<file path="config.mk">
export PLATFORM = sky130hd
export DESIGN_NAME = bounded_set_table
export DESIGN_NICKNAME = d
export VERILOG_FILES = /design/src/design/bst_pkg.sv /design/src/design/bst_store.sv /design/src/design/bst_ctrl.sv /design/src/design/bounded_set_table.sv
export SDC_FILE = /design/constraint.sdc
export NUM_CORES = 1
export LEC_CHECK = 0
export ABC_AREA = 1
export BUFFER_PORTS_ARGS = -buffer_cell sky130_fd_sc_hd__buf_2
export CAP_MARGIN = 10
export CORE_UTILIZATION = 55
export DETAILED_ROUTE_END_ITERATION = 12
export GPL_TIMING_DRIVEN = 0
export MAX_ROUTING_LAYER = met4
export PLACE_DENSITY = 0.67
export SYNTH_ARGS = -nofsm -noshare
export SYNTH_HDL_FRONTEND = slang
export SYNTH_SLANG_ARGS = --single-unit
</file>
<file path="constraint.sdc">
create_clock -name clock -period 9.44 [get_ports clock]
set_input_delay 1.888 -clock clock [delete_from_list [all_inputs] [get_ports clock]]
set_output_delay 1.888 -clock clock [all_outputs]
set_load 0.01 [all_outputs]
</file>
<file path="src/design/bst_pkg.sv">
`timescale 1ns / 1ps
// ----------------------------------------------------------------------------
// bst_pkg
// Shared types and constants for the bounded set table: request codes,
// result status codes, sequencer states and the result word.
// ----------------------------------------------------------------------------
package bst_pkg;

   // default table size
   localparam int DEF_CAPACITY = 16;

   // fixed field widths
   localparam int ELEM_W = 32;
   localparam int OP_W   = 2;
   localparam int OCC_W  = 5;

   // request codes; the unused code behaves as a lookup
   typedef enum logic [OP_W-1:0] {
      OP_INSERT = 2'd0,
      OP_DELETE = 2'd1,
      OP_LOOKUP = 2'd2
   } op_type;

   // result status codes
   typedef enum logic [1:0] {
      STAT_DONE    = 2'd0,
      STAT_FULL    = 2'd1,
      STAT_PRESENT = 2'd2,
      STAT_ABSENT  = 2'd3
   } status_type;

   // sequencer states
   typedef enum logic [1:0] {
      S_IDLE,
      S_SCAN,
      S_MOVE,
      S_FINISH
   } state_type;

   // one result word from the sequencer to the output stage
   typedef struct packed {
      status_type       status;
      logic [OCC_W-1:0] occupancy;
   } res_type;

endpackage

</file>
<file path="src/design/bst_store.sv">
`timescale 1ns / 1ps
// ----------------------------------------------------------------------------
// bst_store
// Value memory: one write port and one read port, with registered read
// data. Contents are undefined until written.
// ----------------------------------------------------------------------------
module bst_store #(
   parameter int DEPTH = bst_pkg::DEF_CAPACITY,
   parameter int IDX_W = (DEPTH > 1) ? $clog2(DEPTH) : 1
) (
   input  logic                          clock,
   input  logic                          wr_en,
   input  logic [IDX_W-1:0]              wr_addr,
   input  logic [bst_pkg::ELEM_W-1:0]    wr_data,
   input  logic [IDX_W-1:0]              rd_addr,
   output logic [bst_pkg::ELEM_W-1:0]    rd_data
);

   logic [bst_pkg::ELEM_W-1:0] store_ff [DEPTH];
   logic [bst_pkg::ELEM_W-1:0] rd_data_ff;

   // write port
   always_ff @(posedge clock) begin
      if (wr_en) begin
         store_ff[wr_addr] <= wr_data;
      end
   end

   // registered read port
   always_ff @(posedge clock) begin
      rd_data_ff <= store_ff[rd_addr];
   end

   assign rd_data = rd_data_ff;

endmodule

</file>
<file path="src/design/bst_ctrl.sv">
`timescale 1ns / 1ps
// ----------------------------------------------------------------------------
// bst_ctrl
// Request sequencer: takes one request, scans the stored values one per
// cycle through the memory read port, then appends, moves the last entry
// into a freed slot, or leaves the table alone, and hands out the result.
// ----------------------------------------------------------------------------
module bst_ctrl #(
   parameter int CAPACITY = bst_pkg::DEF_CAPACITY,
   parameter int IDX_W    = (CAPACITY > 1) ? $clog2(CAPACITY) : 1,
   parameter int CNT_W    = $clog2(CAPACITY + 1)
) (
   input  logic                          clock,
   input  logic                          reset,
   // request side
   input  logic                          req_valid,
   output logic                          req_ready,
   input  logic [bst_pkg::OP_W-1:0]      req_type,
   input  logic [bst_pkg::ELEM_W-1:0]    req_element,
   // result side
   input  logic                          out_free,
   output logic                          res_load,
   output bst_pkg::res_type              res,
   // memory
   output logic [IDX_W-1:0]              mem_rd_addr,
   input  logic [bst_pkg::ELEM_W-1:0]    mem_rd_data,
   output logic                          mem_we,
   output logic [IDX_W-1:0]              mem_wr_addr,
   output logic [bst_pkg::ELEM_W-1:0]    mem_wr_data
);

   bst_pkg::state_type          state_ff, state_in;
   logic [bst_pkg::OP_W-1:0]    op_ff, op_in;
   logic [bst_pkg::ELEM_W-1:0]  elem_ff, elem_in;
   logic [CNT_W-1:0]            count_ff, count_in;
   logic [IDX_W-1:0]            scan_idx_ff, scan_idx_in;
   bst_pkg::status_type         status_ff, status_in;

   logic                        hit;
   logic [IDX_W-1:0]            last_idx;
   logic                        scan_last;

   // scan compare against the word read last cycle
   assign hit       = (mem_rd_data == elem_ff);
   assign last_idx  = IDX_W'(count_ff - 1'b1);
   assign scan_last = (scan_idx_ff == last_idx);

   // control registers
   always_ff @(posedge clock) begin
      if (reset) begin
         state_ff <= bst_pkg::S_IDLE;
         count_ff <= '0;
      end else begin
         state_ff <= state_in;
         count_ff <= count_in;
      end
   end

   // payload registers
   always_ff @(posedge clock) begin
      op_ff       <= op_in;
      elem_ff     <= elem_in;
      scan_idx_ff <= scan_idx_in;
      status_ff   <= status_in;
   end

   // next state and outputs
   always_comb begin
      state_in    = state_ff;
      op_in       = op_ff;
      elem_in     = elem_ff;
      count_in    = count_ff;
      scan_idx_in = scan_idx_ff;
      status_in   = status_ff;
      req_ready   = 1'b0;
      res_load    = 1'b0;
      mem_rd_addr = IDX_W'(scan_idx_ff + 1'b1);
      mem_we      = 1'b0;
      mem_wr_addr = scan_idx_ff;
      mem_wr_data = elem_ff;

      unique case (state_ff)
         bst_pkg::S_IDLE: begin
            req_ready   = 1'b1;
            mem_rd_addr = '0;
            if (req_valid) begin
               op_in       = req_type;
               elem_in     = req_element;
               scan_idx_in = '0;
               if (req_type == bst_pkg::OP_INSERT && count_ff >= CNT_W'(CAPACITY)) begin
                  status_in = bst_pkg::STAT_FULL;
                  state_in  = bst_pkg::S_FINISH;
               end else if (count_ff == '0) begin
                  // empty table: insert goes straight to slot zero
                  if (req_type == bst_pkg::OP_INSERT) begin
                     mem_we      = 1'b1;
                     mem_wr_addr = '0;
                     mem_wr_data = req_element;
                     count_in    = count_ff + 1'b1;
                     status_in   = bst_pkg::STAT_DONE;
                  end else begin
                     status_in   = bst_pkg::STAT_ABSENT;
                  end
                  state_in = bst_pkg::S_FINISH;
               end else begin
                  state_in = bst_pkg::S_SCAN;
               end
            end
         end

         bst_pkg::S_SCAN: begin
            if (hit) begin
               case (op_ff)
                  bst_pkg::OP_INSERT: begin
                     status_in = bst_pkg::STAT_PRESENT;
                     state_in  = bst_pkg::S_FINISH;
                  end
                  bst_pkg::OP_DELETE: begin
                     status_in = bst_pkg::STAT_DONE;
                     count_in  = count_ff - 1'b1;
                     if (scan_last) begin
                        // last slot simply drops off the count
                        state_in = bst_pkg::S_FINISH;
                     end else begin
                        // fetch the last entry to fill the hole
                        mem_rd_addr = last_idx;
                        state_in    = bst_pkg::S_MOVE;
                     end
                  end
                  default: begin
                     status_in = bst_pkg::STAT_DONE;
                     state_in  = bst_pkg::S_FINISH;
                  end
               endcase
            end else if (scan_last) begin
               if (op_ff == bst_pkg::OP_INSERT) begin
                  // append after the last stored entry
                  mem_we      = 1'b1;
                  mem_wr_addr = IDX_W'(count_ff);
                  mem_wr_data = elem_ff;
                  count_in    = count_ff + 1'b1;
                  status_in   = bst_pkg::STAT_DONE;
               end else begin
                  status_in   = bst_pkg::STAT_ABSENT;
               end
               state_in = bst_pkg::S_FINISH;
            end else begin
               scan_idx_in = IDX_W'(scan_idx_ff + 1'b1);
            end
         end

         bst_pkg::S_MOVE: begin
            // last entry moves into the freed slot
            mem_we      = 1'b1;
            mem_wr_addr = scan_idx_ff;
            mem_wr_data = mem_rd_data;
            state_in    = bst_pkg::S_FINISH;
         end

         bst_pkg::S_FINISH: begin
            if (out_free) begin
               res_load = 1'b1;
               state_in = bst_pkg::S_IDLE;
            end
         end

         default: begin
            state_in = bst_pkg::S_IDLE;
         end
      endcase
   end

   // result word
   assign res.status    = status_ff;
   assign res.occupancy = bst_pkg::OCC_W'(count_ff);

endmodule

</file>
<file path="src/design/bounded_set_table.sv">
`timescale 1ns / 1ps
// A full-table insert or a request on an empty table goes from acceptance straight to
//   the finish state; otherwise the sequencer scans until it finds the value or passes
//   the last entry, and a delete that moves the last entry also goes through the move state.
//   The scan reads one memory word per cycle. One request is handled at a time; a new
//   request is taken while the previous result waits in the output register.
// Reset clears the count and the handshakes; the value memory is not cleared.
// ----------------------------------------------------------------------------
// bounded_set_table
// Unordered set of up to CAPACITY distinct 32-bit values with insert, delete
// and lookup requests, each answered with a status and the resulting count.
// ----------------------------------------------------------------------------
module bounded_set_table #(
   parameter int CAPACITY = bst_pkg::DEF_CAPACITY
) (
   input  logic                          clock,
   input  logic                          reset,
   // request channel
   input  logic                          req_valid,
   output logic                          req_ready,
   input  logic [bst_pkg::OP_W-1:0]      req_type,
   input  logic signed [bst_pkg::ELEM_W-1:0] req_element,
   // response channel
   output logic                          rsp_valid,
   input  logic                          rsp_ready,
   output logic [1:0]                    rsp_status,
   output logic [bst_pkg::OCC_W-1:0]     rsp_occupancy
);

   localparam int IDX_W = (CAPACITY > 1) ? $clog2(CAPACITY) : 1;
   localparam int CNT_W = $clog2(CAPACITY + 1);

   logic                         out_free;
   logic                         res_load;
   bst_pkg::res_type             res;
   logic [IDX_W-1:0]             mem_rd_addr;
   logic [bst_pkg::ELEM_W-1:0]   mem_rd_data;
   logic                         mem_we;
   logic [IDX_W-1:0]             mem_wr_addr;
   logic [bst_pkg::ELEM_W-1:0]   mem_wr_data;

   logic                         rsp_valid_ff, rsp_valid_in;
   logic [1:0]                   rsp_status_ff, rsp_status_in;
   logic [bst_pkg::OCC_W-1:0]    rsp_occupancy_ff, rsp_occupancy_in;

   // request sequencer
   bst_ctrl #(
      .CAPACITY (CAPACITY),
      .IDX_W    (IDX_W),
      .CNT_W    (CNT_W)
   ) u_ctrl (
      .clock       (clock),
      .reset       (reset),
      .req_valid   (req_valid),
      .req_ready   (req_ready),
      .req_type    (req_type),
      .req_element (req_element),
      .out_free    (out_free),
      .res_load    (res_load),
      .res         (res),
      .mem_rd_addr (mem_rd_addr),
      .mem_rd_data (mem_rd_data),
      .mem_we      (mem_we),
      .mem_wr_addr (mem_wr_addr),
      .mem_wr_data (mem_wr_data)
   );

   // value memory
   bst_store #(
      .DEPTH (CAPACITY),
      .IDX_W (IDX_W)
   ) u_store (
      .clock   (clock),
      .wr_en   (mem_we),
      .wr_addr (mem_wr_addr),
      .wr_data (mem_wr_data),
      .rd_addr (mem_rd_addr),
      .rd_data (mem_rd_data)
   );

   // output register: free when empty or being drained
   assign out_free = !rsp_valid_ff || rsp_ready;

   always_comb begin
      rsp_valid_in     = rsp_valid_ff;
      rsp_status_in    = rsp_status_ff;
      rsp_occupancy_in = rsp_occupancy_ff;
      if (res_load) begin
         rsp_valid_in     = 1'b1;
         rsp_status_in    = res.status;
         rsp_occupancy_in = res.occupancy;
      end else if (rsp_ready) begin
         rsp_valid_in     = 1'b0;
      end
   end

   always_ff @(posedge clock) begin
      if (reset) begin
         rsp_valid_ff <= 1'b0;
      end else begin
         rsp_valid_ff <= rsp_valid_in;
      end
   end

   always_ff @(posedge clock) begin
      rsp_status_ff    <= rsp_status_in;
      rsp_occupancy_ff <= rsp_occupancy_in;
   end

   assign rsp_valid     = rsp_valid_ff;
   assign rsp_status    = rsp_status_ff;
   assign rsp_occupancy = rsp_occupancy_ff;

   // a new word only enters the output register when it is free
   a_load_free : assert property (@(posedge clock) disable iff (reset)
      res_load |-> out_free)
      else $error("result loaded over a pending word");

   // memory is never written while the request port is idle with no request offered
   a_write_busy : assert property (@(posedge clock) disable iff (reset)
      mem_we |-> (!req_ready || req_valid))
      else $error("memory written while idle");

   // accepting a request closes the request port for the next cycle
   a_one_at_a_time : assert property (@(posedge clock) disable iff (reset)
      (req_valid && req_ready) |=> !req_ready)
      else $error("request taken while another is in flight");

   // the loaded count never exceeds the table size
   a_count_bound : assert property (@(posedge clock) disable iff (reset)
      res_load |-> (CNT_W'(res.occupancy) <= CNT_W'(CAPACITY)))
      else $error("occupancy beyond capacity");

endmodule
</file>
==> results.md, run 1 <==
- The number of enable flip-flop cells after synthesis is 559.
- The detailed-routing iteration count for the pre-antenna-repair pass is 5.
- The mux share of post-synthesis cell area is 0.
- Buffers added to address setup during post-CTS repair amount to 0.
- For this design the static power due to leakage is 12.47 nW.
- The critical path contains buffers and inverters numbering 5 combined.
- From synthesis to final layout, the design area changed by 13.83%.
- The number of failing hold endpoints at the final stage is 0.
- The worst setup slack after layout is 4573 ps.
- The kind of cell adding the most delay to the critical path is simple AND/OR/NAND/NOR gates.
- The async set or reset register ratio after synthesis is 0.
- The class of the tightest hold or removal check is reg2reg.
- The aggregate global routing overflow is 0.
- The final worst hold slack is 430.0 ps.
- The number of nets in the synthesized netlist is 2,619.
- After routing, the total negative slack on setup checks comes to 0 ps.
- The antenna violation net count after detailed routing is 0.
- The routed design has 74,590 um of wire.
- The most frequently used flop master after synthesis is sky130_fd_sc_hd__edfxtp_1.
- 47 I/O pins were placed.
- The run finished with clean final reports.
- The initial antenna violation count is 0.
- The compound-gate portion of the synthesized area is 0.02015.
- TritonCTS created 60 clock buffers.
- The overall power consumption is 11.54 mW.
- Input and output buffers added on the ports amount to 45.
- Among the stages of the critical path, the cell type that occurs most often is sky130_fd_sc_hd__nand2_1.
- The pre-CTS setup slack is 3926 ps.
- The number of global-route vias before repair is 18,240.
- The clock-pin slew on the worst setup and hold paths is 60 ps.
- The worst clock skew on the final layout is 27.55 ps.
- The share of cells above drive strength 1 is 0.1132.
- The area of the mapped netlist is 26,390 um^2.
- The detailed-route via count is 19,300.
- Entering global routing, the biggest net connects 27 pins.
- The largest total area in the synthesized netlist belongs to sky130_fd_sc_hd__edfxtp_1.
- The antenna diode count is 0.
- Of the total synthesized cell area, the portion taken by full adders, half adders and majority gates is 0.003793.
- The worst-case IR drop observed on VDD is 0.0001700 V.
- The longest clock path from root to sink contains 3 buffers.
- Max-cap violations in this run came to 0.
- The core occupancy in the finished layout is 0.6398.
- After floorplanning, the core was divided into 79 placement rows.
- Of the total power, the clock network draws 0.202.
- The average cell area after synthesis is 10.26 um^2.
- The tree is rooted in a sky130_fd_sc_hd__clkbuf_16.
- The critical path arrival is 5190 ps.
- Cell internal power was estimated by the tool at 6.480 mW.
- Dividing the detail-routed via count by the number of cells gives 5.708.
- The final setup violation count is 0.
- For this run, design rule violations remaining after detail routing come to 0.
- Setup repair after global routing left no endpoint under its margin.
- The HPWL after detailed placement is 51,130 um.
- The critical path in this run is classified as in2reg.
- The category of the worst setup path capture point is a flip-flop.
- The minimum clock period is 4867 ps.
- By area, the combinational part of the netlist is dominated by simple AND/OR/NAND/NOR gates.
- The largest fanout on the critical path is 20.
- The net switching power of the design is 5.061 mW.
- The required time at the worst-slack endpoint is 9760 ps.
- Across every metal layer, demand over resource in global routing totals 0.3165.
- The total area inside the core boundary comes to 46,950 um^2.
- By area the synthesized netlist is led by sky130_fd_sc_hd__edfxtp_1, sky130_fd_sc_hd__nand3_1, sky130_fd_sc_hd__nand2_1.
- The simple-gate area share of the yosys netlist is 0.2262.
- Post-CTS repair changed the size of 0 cells.
- The combinational fraction of design power is 0.474.
- The first global-routing pass estimated 111,600 um of wire.
- The cell with the biggest individual delay on the critical path is sky130_fd_sc_hd__nor2_4.
- The kind of start point of the critical path is an input port.
- The hold-fix buffer count after cts is 0.
- For this block, the initial DRC count from the detailed router was 2,159.
- The period utilization is 0.5156.
- The maximum cell stage delay along the critical path is 690 ps.
- The share of the Yosys chip area taken by registers is 0.6664.
- The share of total power dissipated in sequential elements is 0.324.
- The average routed wire per standard cell is 22.06 um.
- The die span in x is 221.1 um.
- Clock latency on the worst-skew pair, taken at its later pin, is 640 ps.
- Of the total synthesized cell area, the portion taken by XOR and XNOR cells is 0.002987.
- The gate count after technology mapping is 2,573.
- Traced cell by cell, the critical path runs through buf_2, nand2_1, inv_2, buf_12, nand2_1, inv_1, a21oi_1, nor2_1, o21ai_0, nand2_1, o21a_1, nand3_1, nor2_4, buf_16.
- The top achievable clock speed is 205.5 MHz.
- The H-tree generated during clock tree synthesis spans 2 levels.
- Of the post-synthesis cell area, the dominant cell type holds 0.6361.
- The areal power density over the cells is 384.2 nW/um^2.
- Counting flops and latches in the post-synthesis netlist gives 599.
- The net count of the finished layout is 2,768.
- For this run, the number of Yosys warnings is 0.
- In this run, distinct cell masters in the synthesized netlist total 35.
- The number of pins exceeding their max-slew limit in the final report is 0.
- The die height is 221.1 um.
- The TritonCTS clock tree is built.
- The worst-case headroom to the max-slew limit is 0.1346.
- The weighted congestion at the end of routability-driven global placement is 0.8775.
- CTS saw 599 sinks.
- The floorplan step defined a die boundary enclosing 48,860 um^2.
- For this configuration, the core starts out at a cell density of 0.5621.
- The actual transition at the worst max-transition pin is 1298 ps.
- The net switching share of the total power is 0.4385.
-- path summary, 6_finish.rpt --
kind | startpoint | end | slack (ps) | depth (start not counted)
max | req_valid | u_store.store_ff[8][18]$_DFFE_PP_ | 4570 | 14
min | u_ctrl.status_ff[0]$_DFFE_PP_ | rsp_status[0]$_DFFE_PP_ | 430 | 0
max reg2reg | u_ctrl.state_ff[1]$_SDFFE_PP0P_ | u_store.store_ff[8][18]$_DFFE_PP_ | 5120 | 15
min reg2reg | u_ctrl.status_ff[0]$_DFFE_PP_ | rsp_status[0]$_DFFE_PP_ | 430 | 0
-- stage by stage --
step / instance area [um^2] / cells
5_1_grt: 30040 / 3381
3_5_place_dp: 28010 / 3256
3_3_place_gp: 27380 / 3225
4_1_cts: 29950 / 3370
6_report: 30040 / 3381
2_1_floorplan: 26390 / 2573
-- logic make-up after synthesis --
group	Yosys count
XOR/XNOR	9
flip-flops	599
AND/OR/NAND/NOR	1382
adder cells (fa/ha/maj)	8
AO/OA/AOI/OAI	74
buffers and inverters	501
-- worst reg2reg max path, delay by kind of cell (launching register included) --
| family | cells | cell delay, ps |
|---|---|---|
| buffers and inverters | 5 | 1410 |
| flip-flops | 1 | 330 |
| adder cells (fa/ha/maj) | 1 | 320 |
| AND/OR/NAND/NOR | 6 | 1520 |
| AO/OA/AOI/OAI | 3 | 420 |
-- layout by cell type, fill, tap and decap left out, types with 20 or more instances in the layout --
cell                        netlist  final
sky130_fd_sc_hd__buf_2           63    108
sky130_fd_sc_hd__buf_4           18     36
sky130_fd_sc_hd__buf_6           13     20
sky130_fd_sc_hd__clkbuf_1        44     60
sky130_fd_sc_hd__clkbuf_16        0     61
sky130_fd_sc_hd__dfxtp_1         40     40
sky130_fd_sc_hd__edfxtp_1       559    559
sky130_fd_sc_hd__inv_1          352    351
sky130_fd_sc_hd__nand2_1        713    713
sky130_fd_sc_hd__nand3_1        596    596
sky130_fd_sc_hd__nor2_1          63     47
sky130_fd_sc_hd__o221ai_1        29     23
-- cells in the mapped netlist, types with 4 or more instances --
cell	instances
sky130_fd_sc_hd__edfxtp_1	559
sky130_fd_sc_hd__nand2_1	713
sky130_fd_sc_hd__inv_2	7
sky130_fd_sc_hd__inv_1	352
sky130_fd_sc_hd__o221ai_1	29
sky130_fd_sc_hd__nor2_1	63
sky130_fd_sc_hd__nand3_1	596
sky130_fd_sc_hd__buf_6	13
sky130_fd_sc_hd__a21oi_1	15
sky130_fd_sc_hd__buf_1	4
sky130_fd_sc_hd__clkbuf_1	44
sky130_fd_sc_hd__buf_2	63
sky130_fd_sc_hd__o21ai_0	11
sky130_fd_sc_hd__buf_4	18
sky130_fd_sc_hd__xor2_1	6
sky130_fd_sc_hd__ha_1	8
sky130_fd_sc_hd__dfxtp_1	40
-- registers in the layout (all words and copies together), names as in the netlist, 4 cells and up --
name and count:
u_store.store_ff 512, u_ctrl.elem_ff 32, u_store.rd_data 32, rsp_occupancy 5
u_ctrl.count_ff 5, u_ctrl.scan_idx_ff 4
-- power groups by stage --
stage	sequential, mW	combinational (mW)	clock [mW]
3_3_place_gp	3.83	5.07	0
4_1_cts	3.75	5.36	2.34
3_5_place_dp	3.80	5.33	0
6_report	3.74	5.47	2.33
2_1_floorplan	3.78	3.28	0
5_1_grt	3.77	5.91	2.44
-- final cells by class --
| cell class | count | area, um^2 |
|---|---|---|
| timing repair buffer | 87 | 794.5 |
| sequential | 599 | 17590 |
| tap | 607 | 759.5 |
| clock inverter | 24 | 172.7 |
| inverter | 359 | 1348 |
| clock buffer | 90 | 1765 |
| multi-input combinational | 1473 | 6837 |
| buffer | 142 | 777.0 |
| fill | 3651 | 16910 |
-- per-layer routing --
layer,track usage,routed length (um)
met1,0.4227,30170
met2,0.4969,35050
met3,0.04926,7014
met4,0.1090,2348
met5,-,0
Power figures use the tool's default switching activity.
==> run 2: changes to the inputs <==
--- a/config.mk
+++ b/config.mk
@@ -12,7 +12,7 @@
 export DETAILED_ROUTE_END_ITERATION = 12
 export GPL_TIMING_DRIVEN = 0
 export MAX_ROUTING_LAYER = met4
-export PLACE_DENSITY = 0.67
+export PLACE_DENSITY = 0.7
 export SYNTH_ARGS = -nofsm -noshare
 export SYNTH_HDL_FRONTEND = slang
 export SYNTH_SLANG_ARGS = --single-unit
==> constraint.sdc (replaced) <==
create_clock -name clock -period 3.95 [get_ports clock]
set_input_delay 0.79 -clock clock [delete_from_list [all_inputs] [get_ports clock]]
set_output_delay 0.79 -clock clock [all_outputs]
set_load 0.01 [all_outputs]
==> results.md, run 2 (synthesis gave the netlist of run 1 again) <==
- RSZ-0062 raised after global routing: true (was false).
- The layout overhead on the synthesized area is 15.45% (was 13.83%).
- Commonest cells after routing, fill and taps aside: sky130_fd_sc_hd__nand2_1, sky130_fd_sc_hd__nand3_1, sky130_fd_sc_hd__edfxtp_1, sky130_fd_sc_hd__inv_1, sky130_fd_sc_hd__buf_2 (unchanged).
- The root buffer cell is sky130_fd_sc_hd__clkbuf_16 (unchanged).
- The count of H-tree levels built during CTS is 2 (unchanged).
- The detailed-route via count is 19,740 (was 19,300).
- The kind of start point of the critical path is a flip-flop (was input port).
- Of the available clock period, the critical path in the final layout requires 1.030.
- The weighted congestion at the end of routability-driven global placement is 0.9169 (was 0.8775).
- The sum of buffers and inverters on the critical path is 2 (was 5).
- The area of the core is 46,950 um^2 (unchanged).
- The hold-critical path endpoint is u_ctrl.elem_ff[5]$_DFFE_PP_ (was rsp_status[0]$_DFFE_PP_).
- The source-to-sink clock delay at the later pin of the worst-skew pair is 630 ps (was 640 ps).
- The number of flip-flops under the largest register name is 512 (unchanged).
- The die height came to 221.1 um (unchanged).
- The category of the worst setup path capture point is a flip-flop (unchanged).
- The checks that failed: setup timing.
- The cell depth of the worst min-delay path is 1 (was 0).
- The actual transition at the worst max-transition pin is 1223 ps (was 1298 ps).
- The critical hold path startpoint is req_element[5] (was u_ctrl.status_ff[0]$_DFFE_PP_).
- The areal power density over the cells was 920.7 nW/um^2 (was 384.2 nW/um^2).
- The DRC violations left is 0 (unchanged).
- The top register by number of flip-flops is u_store.store_ff (unchanged).
- The instance area after placement was 28,050 um^2 (was 28,010 um^2).
- The sink count of the clock tree is 599 (unchanged).
- The largest fanout on the critical path is 26 (was 20).
- The maximum cell stage delay along the critical path is 420 ps (was 690 ps).
- The detailed-routing iteration count for the pre-antenna-repair pass is 9 (was 5).
- The clock-pin slew on the worst setup and hold paths was 60 ps (about the same).
- The number of max-cap violations is 0 (unchanged).
- The required time at the worst-slack endpoint was 4250 ps (was 9760 ps).
- The start point of the critical path is u_ctrl.elem_ff[17]$_DFFE_PP_ (was req_valid).
- The number of cell instances on the worst register-to-register path is 15 (unchanged).
- The worst setup slack after layout is -120.4 ps (was 4573 ps).
- The count of buffers inserted at the top-level ports is 45 (unchanged).
- The register-to-register setup slack is -120 ps (was 5120 ps).
- The critical setup path kind is reg2reg (was in2reg).
- The kind of cell adding the most delay to the critical path was simple AND/OR/NAND/NOR gates (unchanged).
- The worst clock skew on the final layout is 26.94 ps (was 27.55 ps).
- The leakage power figure came to 12.68 nW (was 12.47 nW).
- The top achievable clock speed is 245.7 MHz.
- The worst-case headroom to the max-slew limit is 0.1845 (was 0.1346).
- The critical path arrival was 4370 ps (was 5190 ps).
- The maximum vdd ir drop is 0.0004881 V (was 0.0001700 V).
- The final setup violation count is 121 (was 0).
- The maximum count of clock buffers along a single path was 3 (unchanged).
- List of cells traversed by the critical path: nand2_1, nand2_1, nor2_1, nand2_1, nor2_1, nand2_1, nor2_4, nor2_1, o21ai_0, nand2_1, o21a_1, inv_1, nand3_1, nor2_4, buf_12 (was buf_2, nand2_1, inv_2, buf_12, nand2_1, inv_1, a21oi_1, nor2_1, o21ai_0, nand2_1, o21a_1, nand3_1, nor2_4, buf_16).
- The top-level port count is 47 (unchanged).
- The die area is 48,860 um^2 (unchanged).
- The antenna violation net count after detailed routing is 0 (unchanged).
- The global-route usage over all layers came to 0.3178 (was 0.3165).
- The hold-fix buffer count after cts is 0 (unchanged).
- The site row count is 79 (unchanged).
- The antenna diode count is 0 (unchanged).
- The via-per-instance ratio is 5.791 (was 5.708).
- The number of global-route vias before repair is 18,700 (was 18,240).
- The post-detailed-routing wire length was 75,630 um (was 74,590 um).
- The cell with the biggest individual delay on the critical path was sky130_fd_sc_hd__o21ai_0 (was sky130_fd_sc_hd__nor2_4).
- The aggregate global routing overflow was 0 (unchanged).
- The class of the tightest hold or removal check is in2reg (was reg2reg).
- The share of cells above drive strength 1 is 0.1228 (was 0.1132).
- The number of nets in the layout came to 2,794 (was 2,768).
- The worst flop-to-flop path startpoint is u_ctrl.elem_ff[17]$_DFFE_PP_ (was u_ctrl.state_ff[1]$_SDFFE_PP0P_).
- The number of pins exceeding their max-slew limit in the final report is 0 (unchanged).
- The final worst hold slack is 358.6 ps (was 430.0 ps).
- The minimum clock period is 4070 ps.
- The first-pass GRT wire length came to 112,100 um (was 111,600 um).
- The TritonCTS clock tree is built (unchanged).
- The initial antenna violation count is 0 (unchanged).
- The pin count of the biggest net entering global routing is 27 (unchanged).
- The starting utilization of the core area is 0.5621 (unchanged).
- The die span in x is 221.1 um (unchanged).
- The number of buffers inserted during clock tree synthesis is 61 (was 60).
- The average routed wire per standard cell was 22.19 um (was 22.06 um).
- The leading cell type in the layout, fill and taps excluded is sky130_fd_sc_hd__nand2_1 (unchanged).
- Outcome: complete, but fails checks (was finished clean).
- The dominant cell type by count on the critical path is sky130_fd_sc_hd__nand2_1 (unchanged).
- The worst flop-to-flop path endpoint is u_store.store_ff[2][23]$_DFFE_PP_ (was u_store.store_ff[8][18]$_DFFE_PP_).
- The number of DRC markers after the initial detailed-route iteration is 2,699 (was 2,159).
- The number of failing hold endpoints at the final stage is 0 (unchanged).
- The HPWL after detailed placement is 50,920 um (was 51,130 um).
- The post-route cell area is 30,470 um^2 (was 30,040 um^2).
-- run 2: cell types whose count changed in the layout (fill, tap and decap cells not counted), sizes merged --
cell and delta:
clkbuf -12, clkinv +9, buf +25, bufinv +3, clkinvlp +2
-- run 2: what timing repair did --
action / 4_1_cts / 5_1_grt
setup endpoints to repair: 141 / 417
setup buffers: 5 / 16
pin swaps: 5 / 9
hold endpoints to repair: 0 / 0
gates resized for setup: 2 / 4
-- run 2: layer usage --
layer | GRT usage | share of wire | vias up | wire [um]
met5 | - | 0 | - | 0
met4 | 0.1340 | 0.043 | 0 | 3281
met3 | 0.06028 | 0.11 | 193 | 8345
met2 | 0.4927 | 0.46 | 1177 | 35030
met1 | 0.4127 | 0.38 | 9374 | 28980
li1 | - | - | 8991 | -
-- run 2: layout make-up --
class,instances,area (um^2)
Buffer,142,779.5
Clock buffer,78,1703
Fill cell,3526,16480
Timing Repair Buffer,112,1144
Clock inverter,38,322.8
Multi-Input combinational cell,1473,6823
Sequential cell,599,17590
Tap cell,607,759.5
Inverter,359,1350
-- run 2: metrics by stage --
stage	setup TNS (ps)	worst slack (ps)	util	instances	power, mW
2_1_floorplan	-165760	-355.0	-	2573	16.88
3_3_place_gp	-1994790	-3093	0.5831	3225	21.23
3_5_place_dp	-25560	-168.7	0.5973	3263	21.85
4_1_cts	0	2.917	0.6427	3384	27.64
5_1_grt	-18560	-196.5	0.6489	3408	29.38
6_report	-6989	-120.4	0.6489	3408	28.05
-- run 2: worst max path at each step --
stage               cells after the start  slack (ps)                                  to
finish                                 15        -120   u_store.store_ff[2][23]$_DFFE_PP_
global route                           15        -200   u_store.store_ff[2][23]$_DFFE_PP_
CTS                                    14           3  u_store.store_ff[10][23]$_DFFE_PP_
detailed placement                      8        -170  u_store.store_ff[10][26]$_DFFE_PP_
global placement                       11       -3090   u_store.store_ff[7][15]$_DFFE_PP_
floorplan                              10        -360    u_store.store_ff[0][0]$_DFFE_PP_
-- run 2: power breakdown --
part	leakage (nW)	internal [mW]	switching [mW]
Sequential	5.39	8.65	0.278
Clock	1.00	3.36	2.44
Combinational	6.29	3.71	9.61
Total	12.7	15.7	12.3
-- run 2: worst register-to-register path: stages, from the launching register on --
cell and delay (ps):
sky130_fd_sc_hd__edfxtp_1 400, sky130_fd_sc_hd__nand2_1 90, sky130_fd_sc_hd__nand2_1 40, sky130_fd_sc_hd__nor2_1 350
sky130_fd_sc_hd__nand2_1 160, sky130_fd_sc_hd__nor2_1 340, sky130_fd_sc_hd__nand2_1 160, sky130_fd_sc_hd__nor2_4 240
sky130_fd_sc_hd__nor2_1 110, sky130_fd_sc_hd__o21ai_0 420, sky130_fd_sc_hd__nand2_1 130, sky130_fd_sc_hd__o21a_1 180
sky130_fd_sc_hd__inv_1 140, sky130_fd_sc_hd__nand3_1 370, sky130_fd_sc_hd__nor2_4 350, sky130_fd_sc_hd__buf_12 240
